**src/mdp_div.sv**
```systemverilog
// ----------------------------------------------------------------------------
// mdp_div
// Pipelined restoring divider, one quotient bit per stage, round to nearest.
// ----------------------------------------------------------------------------
module mdp_div #(
  parameter int NW = 33,
  parameter int DW = 16,
  parameter int QB = 19,
  parameter int SW = 1
) (
  input  logic          clk,
  input  logic          rst_n,
  input  logic          en,
  input  logic          in_valid,
  input  logic [NW-1:0] in_num,
  input  logic [DW-1:0] in_den,
  input  logic [SW-1:0] in_side,
  output logic          out_valid,
  output logic [QB-1:0] out_quo,
  output logic          out_ovf,
  output logic [SW-1:0] out_side
);

  localparam int RW = NW + 1;
  localparam int CW = (RW > DW + QB + 1) ? RW : DW + QB + 1;

  logic [CW-1:0] rem_r  [0:QB];
  logic [DW-1:0] den_r  [0:QB];
  logic [QB-1:0] quo_r  [0:QB];
  logic [SW-1:0] side_r [0:QB];
  logic          vld_r  [0:QB];
  logic          ovf_r  [0:QB];

  // Entry stage: add half the divisor for rounding
  always_ff @(posedge clk) begin
    if (!rst_n) begin
      vld_r[0] <= 1'b0;
    end else if (en) begin
      vld_r[0] <= in_valid;
    end
  end

  always_ff @(posedge clk) begin
    if (en) begin
      rem_r[0]  <= CW'(in_num) + CW'(in_den >> 1);
      den_r[0]  <= in_den;
      quo_r[0]  <= '0;
      ovf_r[0]  <= 1'b0;
      side_r[0] <= in_side;
    end
  end

  // One quotient bit per stage, msb first
  for (genvar j = 1; j <= QB; j++) begin : g_bit
    localparam int B = QB - j;
    logic [CW-1:0] dsh;
    logic          ge;
    logic [CW-1:0] rem_nxt;
    logic [QB-1:0] quo_nxt;
    logic          ovf_nxt;

    always_comb begin
      dsh     = CW'(den_r[j-1]) << B;
      ge      = rem_r[j-1] >= dsh;
      rem_nxt = ge ? rem_r[j-1] - dsh : rem_r[j-1];
      quo_nxt = quo_r[j-1];
      quo_nxt[B] = ge;
      // quotient too large for QB bits
      if (j == 1) begin
        ovf_nxt = rem_r[j-1] >= (CW'(den_r[j-1]) << QB);
      end else begin
        ovf_nxt = ovf_r[j-1];
      end
    end

    always_ff @(posedge clk) begin
      if (!rst_n) begin
        vld_r[j] <= 1'b0;
      end else if (en) begin
        vld_r[j] <= vld_r[j-1];
      end
    end

    always_ff @(posedge clk) begin
      if (en) begin
        rem_r[j]  <= rem_nxt;
        den_r[j]  <= den_r[j-1];
        quo_r[j]  <= quo_nxt;
        ovf_r[j]  <= ovf_nxt;
        side_r[j] <= side_r[j-1];
      end
    end
  end

  assign out_valid = vld_r[QB];
  assign out_quo   = quo_r[QB];
  assign out_ovf   = ovf_r[QB];
  assign out_side  = side_r[QB];

endmodule

```
**config.mk**
```make
export PLATFORM = sky130hd
export DESIGN_NAME = mdp_div
export DESIGN_NICKNAME = d
export VERILOG_FILES = /design/src/mdp_div.sv
export SDC_FILE = /design/constraint.sdc
export NUM_CORES = 2
export LEC_CHECK = 0
export BUFFER_PORTS_ARGS = -buffer_cell sky130_fd_sc_hd__buf_2
export CAP_MARGIN = 5
export CORE_ASPECT_RATIO = 0.6
export CORE_MARGIN = 5
export CORE_UTILIZATION = 40
export CTS_CLUSTER_DIAMETER = 200
export CTS_CLUSTER_SIZE = 40
export DETAILED_ROUTE_END_ITERATION = 12
export GPL_ROUTABILITY_DRIVEN = 0
export SYNTH_ARGS = -nofsm -noshare
export SYNTH_HDL_FRONTEND = slang
export SYNTH_SLANG_ARGS = --single-unit
export TNS_END_PERCENT = 1
```
**constraint.sdc**
```tcl
create_clock -name clk -period 6.2 [get_ports clk]
set_input_delay 0.31 -clock clk [delete_from_list [all_inputs] [get_ports clk]]
set_output_delay 0.31 -clock clk [all_outputs]
set_load 0.005 [all_outputs]
```
# After elaboration in Yosys (flattened, before gate mapping)
# Memories as Yosys holds them, arrays and structs flattened.
# Index checks and enable logic that the tools add are counted.
classes:
  n_addsub: 20
  order_cmp: 20
  muxes: 44
  bitwise: 20
op_table:
  columns: ["operator", "n"]
  rows:
  - ["$mux W36", 19]
  - ["$ge A36 B16 Y1", 1]
  - ["$ge A36 B17 Y1", 1]
  - ["$ge A36 B18 Y1", 1]
  - ["$ge A36 B19 Y1", 1]
  - ["$ge A36 B20 Y1", 1]
  - ["$ge A36 B21 Y1", 1]
  - ["$ge A36 B22 Y1", 1]
  - ["$ge A36 B23 Y1", 1]
  - ["$ge A36 B24 Y1", 1]
  - ["$ge A36 B25 Y1", 1]
  - ["$ge A36 B26 Y1", 1]
  - ["$ge A36 B27 Y1", 1]
  - ["$ge A36 B28 Y1", 1]
  - ["$ge A36 B29 Y1", 1]
  - ["$ge A36 B30 Y1", 1]
  - ["$ge A36 B31 Y1", 1]
  - ["$ge A36 B32 Y1", 1]
  - ["$ge A36 B33 Y1", 1]
  - ["$ge A36 B34 Y1", 1]
  - ["$ge A36 B35 Y1", 1]
  - ["$sub A36 B16 Y36", 1]
  - ["$sub A36 B17 Y36", 1]
  - ["$sub A36 B18 Y36", 1]
  - ["19 further kinds", 62]
totals:
  reg_bits: 0
  ramBits: 1480
  input_bits: 54
  word_cells: 110
  memories: 6
mem_list:
  columns: ["name", "depth", "width", "read_ports", "rd_ports_with_merged_regs", "write_ports", "line_no", "source"]
  rows:
  - ["rem_r", 20, 36, 19, 0, 20, "27", "logic [CW-1:0] rem_r [0:QB];"]
  - ["quo_r", 20, 19, 20, 0, 20, "29", "logic [QB-1:0] quo_r [0:QB];"]
  - ["den_r", 20, 16, 19, 0, 20, "28", "logic [DW-1:0] den_r [0:QB];"]
  - ["ovf_r", 20, 1, 19, 0, 20, "32", "logic ovf_r [0:QB];"]
  - ["side_r", 20, 1, 20, 0, 20, "30", "logic [SW-1:0] side_r [0:QB];"]
  - ["vld_r", 20, 1, 20, 0, 20, "31", "logic vld_r [0:QB];"]

# Longest topological paths before layout
logic_depth:
  depth_word: 4
  mapped_depth: 13
  ltp_nobuf: 12

# Least setup slack after synthesis
# No wires, ideal clock.
synth_path:
  path_kind: "reg2reg"
  startpoint: "mem rem_r[13][5] (netlist name)"
  endpoint: "mem rem_r[14][29] (netlist name), data pin"
  arrival_time_ns: 2.883
  t_required_ns: 5.928
  slack_ns: 3.046
  path_stages_with_launch: 13
  n_path_buf: 0
  path_cell_list: "edfxtp_1 inv_1 ha_1 inv_1 fa_1 a211oi_1 o21ai_0 o211a_1 o31a_1 o41ai_1 o221ai_1 nor4_1 xor2_1"
synth_lines:
  columns: ["item", "line_no"]
  rows:
  - ["from (decl)", "27"]

==> flow_summary.toml <==
[timing]
fmax_mhz = 199.4
hold_slack_ps = -12.71
rsz0062_at_grt = "no"
slew_violations = 0
tightest_slew_ps = 1371
period_share_pct = 80.87
period_needed_ps = 5014
finalClockSkew_ps = 34.91
slew_headroom_pct = 7.279
hold_viol = 4
setup_viol = 0
fin_tns_setup_ps = 0
setup_slack_ps = 1186

[place]
dp_hpwl_um = 105600
io_buffer_count = 75
place_inst = 6991
place_ws_ps = 1622

[layout]
final_common_cell = "edfxtp_1"
fillers = 13880
drive_gt1_share_pct = 5.881
finalNonFillerCells = 7086
seqCellArea_um2 = 37080
layout_common_cells = "edfxtp_1, inv_1, a21oi_1"
final_nets = 5446
syn_to_final_growth_pct = 7.340
multiInputGateArea_um2 = 22370

[global_routing]
grt_use_met2_pct = 18.72
antenna_found_initial = 5
grt_max_degree = 212
grt.busiest_layer = "met1"
grt_first_pass_wirelength_um = 216700
grt_pass1_vias = 35470
grt_use_met3_pct = 5.798
grt_use_met1_pct = 30.80
grt_use_total_pct = 17.09
overflow = 0

[outcome]
outcome = "finished with violations"
failed_checks = "negative hold slack"

[routing]
drc = 0
ant_nets = 0
dr.pass1.iters = 6
routed_wl_um = 141700
vias_per_cell = 5.499
wl_per_cell_um = 19.99
vias = 38970
dr.first_iter.drc_count = 4812

[synth]
ys.flop_type = "edfxtp_1"
synth_xor_area_share_pct = 5.936
netlist_area_um2 = 61230
synth-seq-cells = 1235
synth_top_family_by_area = "simple AND/OR/NAND/NOR gates"
ys.warnings.count = 0
yosys.cell_types.count = 89
syn_nets = 5321
async_flop_share_pct = 0
synth_fa_ha_area_share_pct = 7.446
muxShareOfSynthArea_pct = 1.410
synth_edf_count = 1234
synth_compound_gate_area_share_pct = 10.18
synth_cells = 4914
seq_area_frac_synth_pct = 60.55
syn_avg_cell_area_um2 = 12.46
synthSimpleGateAreaFrac_pct = 11.49

[critical_path]
cpMaxStageDelayCell = "nor4b_1"
worstPathArrival_ps = 5450
critical_path_buf_inv_count = 3
rr_worst_depth = 11
critPathKind = "flop to flop"
cp.required_ps = 6630
cp_top_family = "simple AND/OR/NAND/NOR gates"
critPathLaunchType = "flop"
crit_fanout = 20
cp-end-kind = "flop"
crit_chain = "inv_1, ha_1, nor4b_1, nand4_1, o21ai_0, nor3_1, inv_1, buf_4, o21ai_0, nor4b_1, xor2_1"
worst-path-stages = 11
cpPeakStageDelay_ps = 1120

[power]
ir_drop_v = 0.0002719
power_density_nw_per_um2 = 371.4
power.total_mw = 24.41
p_leak_nw = 24.05

[cts]
clockBufferDepth = 3
clock-sinks = 1235
root_buffer = "clkbuf_16"
htreeDepth = 2
clkLatencyLatePin_ps = 690
cts_tree = "built"
clk_pin_slew_ps = 150
cts-buffers-inserted = 36
cts_setup_buffers = 0

[die]
die_x_um = 515.1
core_um2 = 152400
num_rows = 111
die_area_um2 = 161300
initial_core_util_pct = 40.19
ios = 76
die_h_um = 313.1

[min_path]
hp-class = "input port to flop"
holdPathStages = 1

[run]
cap_violations = 0
worst paths after layout:
kind                start            to  slack, ps
max reg2reg  den_r[3][20]  rem_r[8][29]       1190
min                    en  rem_r[0][32]        -10
min reg2reg  quo_r[3][35]  quo_r[3][54]        420
max          den_r[3][20]  rem_r[8][29]       1190
Yosys cell counts (all sizes together), types with 8 or more instances:
master	number	area share (%)
and3	44	0.45
a21oi	339	2.8
o21ai	242	2.0
o211ai	22	0.27
or3	44	0.45
mux2	71	1.3
fa	19	0.62
or2	31	0.32
nand4b	17	0.24
o21bai	33	0.40
and2	22	0.22
nor4b	24	0.35
a21boi	16	0.20
nor3	105	0.86
a211oi	35	0.43
nor2	341	2.1
nor4	81	0.84
a311oi	8	0.11
nor3b	16	0.20
nand3b	19	0.23
nand4	66	0.67
o2111ai	8	0.11
inv	401	2.5
clkbuf	62	0.38
a211o	10	0.14
nor2b	53	0.54
o41ai	9	0.14
a31oi	26	0.27
a2111oi	11	0.17
ha	334	6.8
nand3	84	0.69
edfxtp	1234	61
o21a	57	0.70
xor2	175	2.5
or4	37	0.47
and4	9	0.13
nand2	274	1.7
a31o	10	0.14
nand2b	65	0.66
xnor2	240	3.4
o31ai	29	0.36
a21o	69	0.85
o31a	15	0.21
buf	16	0.14
metrics by stage:
stage	instance area, µm²	util (%)
3_3_place_gp	64290	42.20
3_5_place_dp	64290	42.20
4_1_cts	65720	43.14
5_1_grt	65720	43.14
6_report	65730	43.14
2_1_floorplan	61230	-
sequential cells by signal, indices dropped and copies added, names as in the netlist:
signal / cells
ovf_r: 19
vld_r: 20
quo_r: 190
side_r: 20
den_r: 304
rem_r: 682
worst register-to-register path, cell delays in order (launching register included):
cell,delay [ps]
edfxtp_1,400
inv_1,50
ha_1,430
nor4b_1,1120
nand4_1,210
o21ai_0,610
nor3_1,200
inv_1,590
buf_4,320
o21ai_0,270
nor4b_1,460
xor2_1,120
where the power goes:
part           switching (mW)  total, mW  internal, mW  leakage, nW
clock network            2.44       3.54          1.11        0.476
registers               0.971       12.2          11.2         11.9
logic                    5.12       8.70          3.59         11.7
kinds of logic after synthesis:
logic type	count (synthesis)
buffers and inverters	479
AOI/OAI and AO/OA	1000
muxes	77
xor gates and xnor gates	415
and+or+nand+nor	1355
DFF	1235
adders and majority gates	353
per-layer routing:
metal	wire (µm)	vias up
li1	-	18510
met1	77430	18930
met2	46090	1461
met3	17060	59
met4	1073	0
met5	0	-
repair_timing:
item | in CTS | in global routing
setup endpoints to repair | 0 | 0
endpoints found under the hold margin | 39 | 0
gates resized for setup | 0 | 0
hold buffers | 44 | 0
cell type report:
cell class | instances | share of cell area [%]
clock inverters | 4 | 0.07995
flip-flops and latches | 1235 | 56.41
clock buffers | 45 | 1.422
diodes | 2 | 0.007615
repair buffers | 165 | 1.881
inverters | 401 | 2.294
well taps | 2034 | 3.872
multi-input cells | 3200 | 34.03
(Power assumes the default switching activity.)
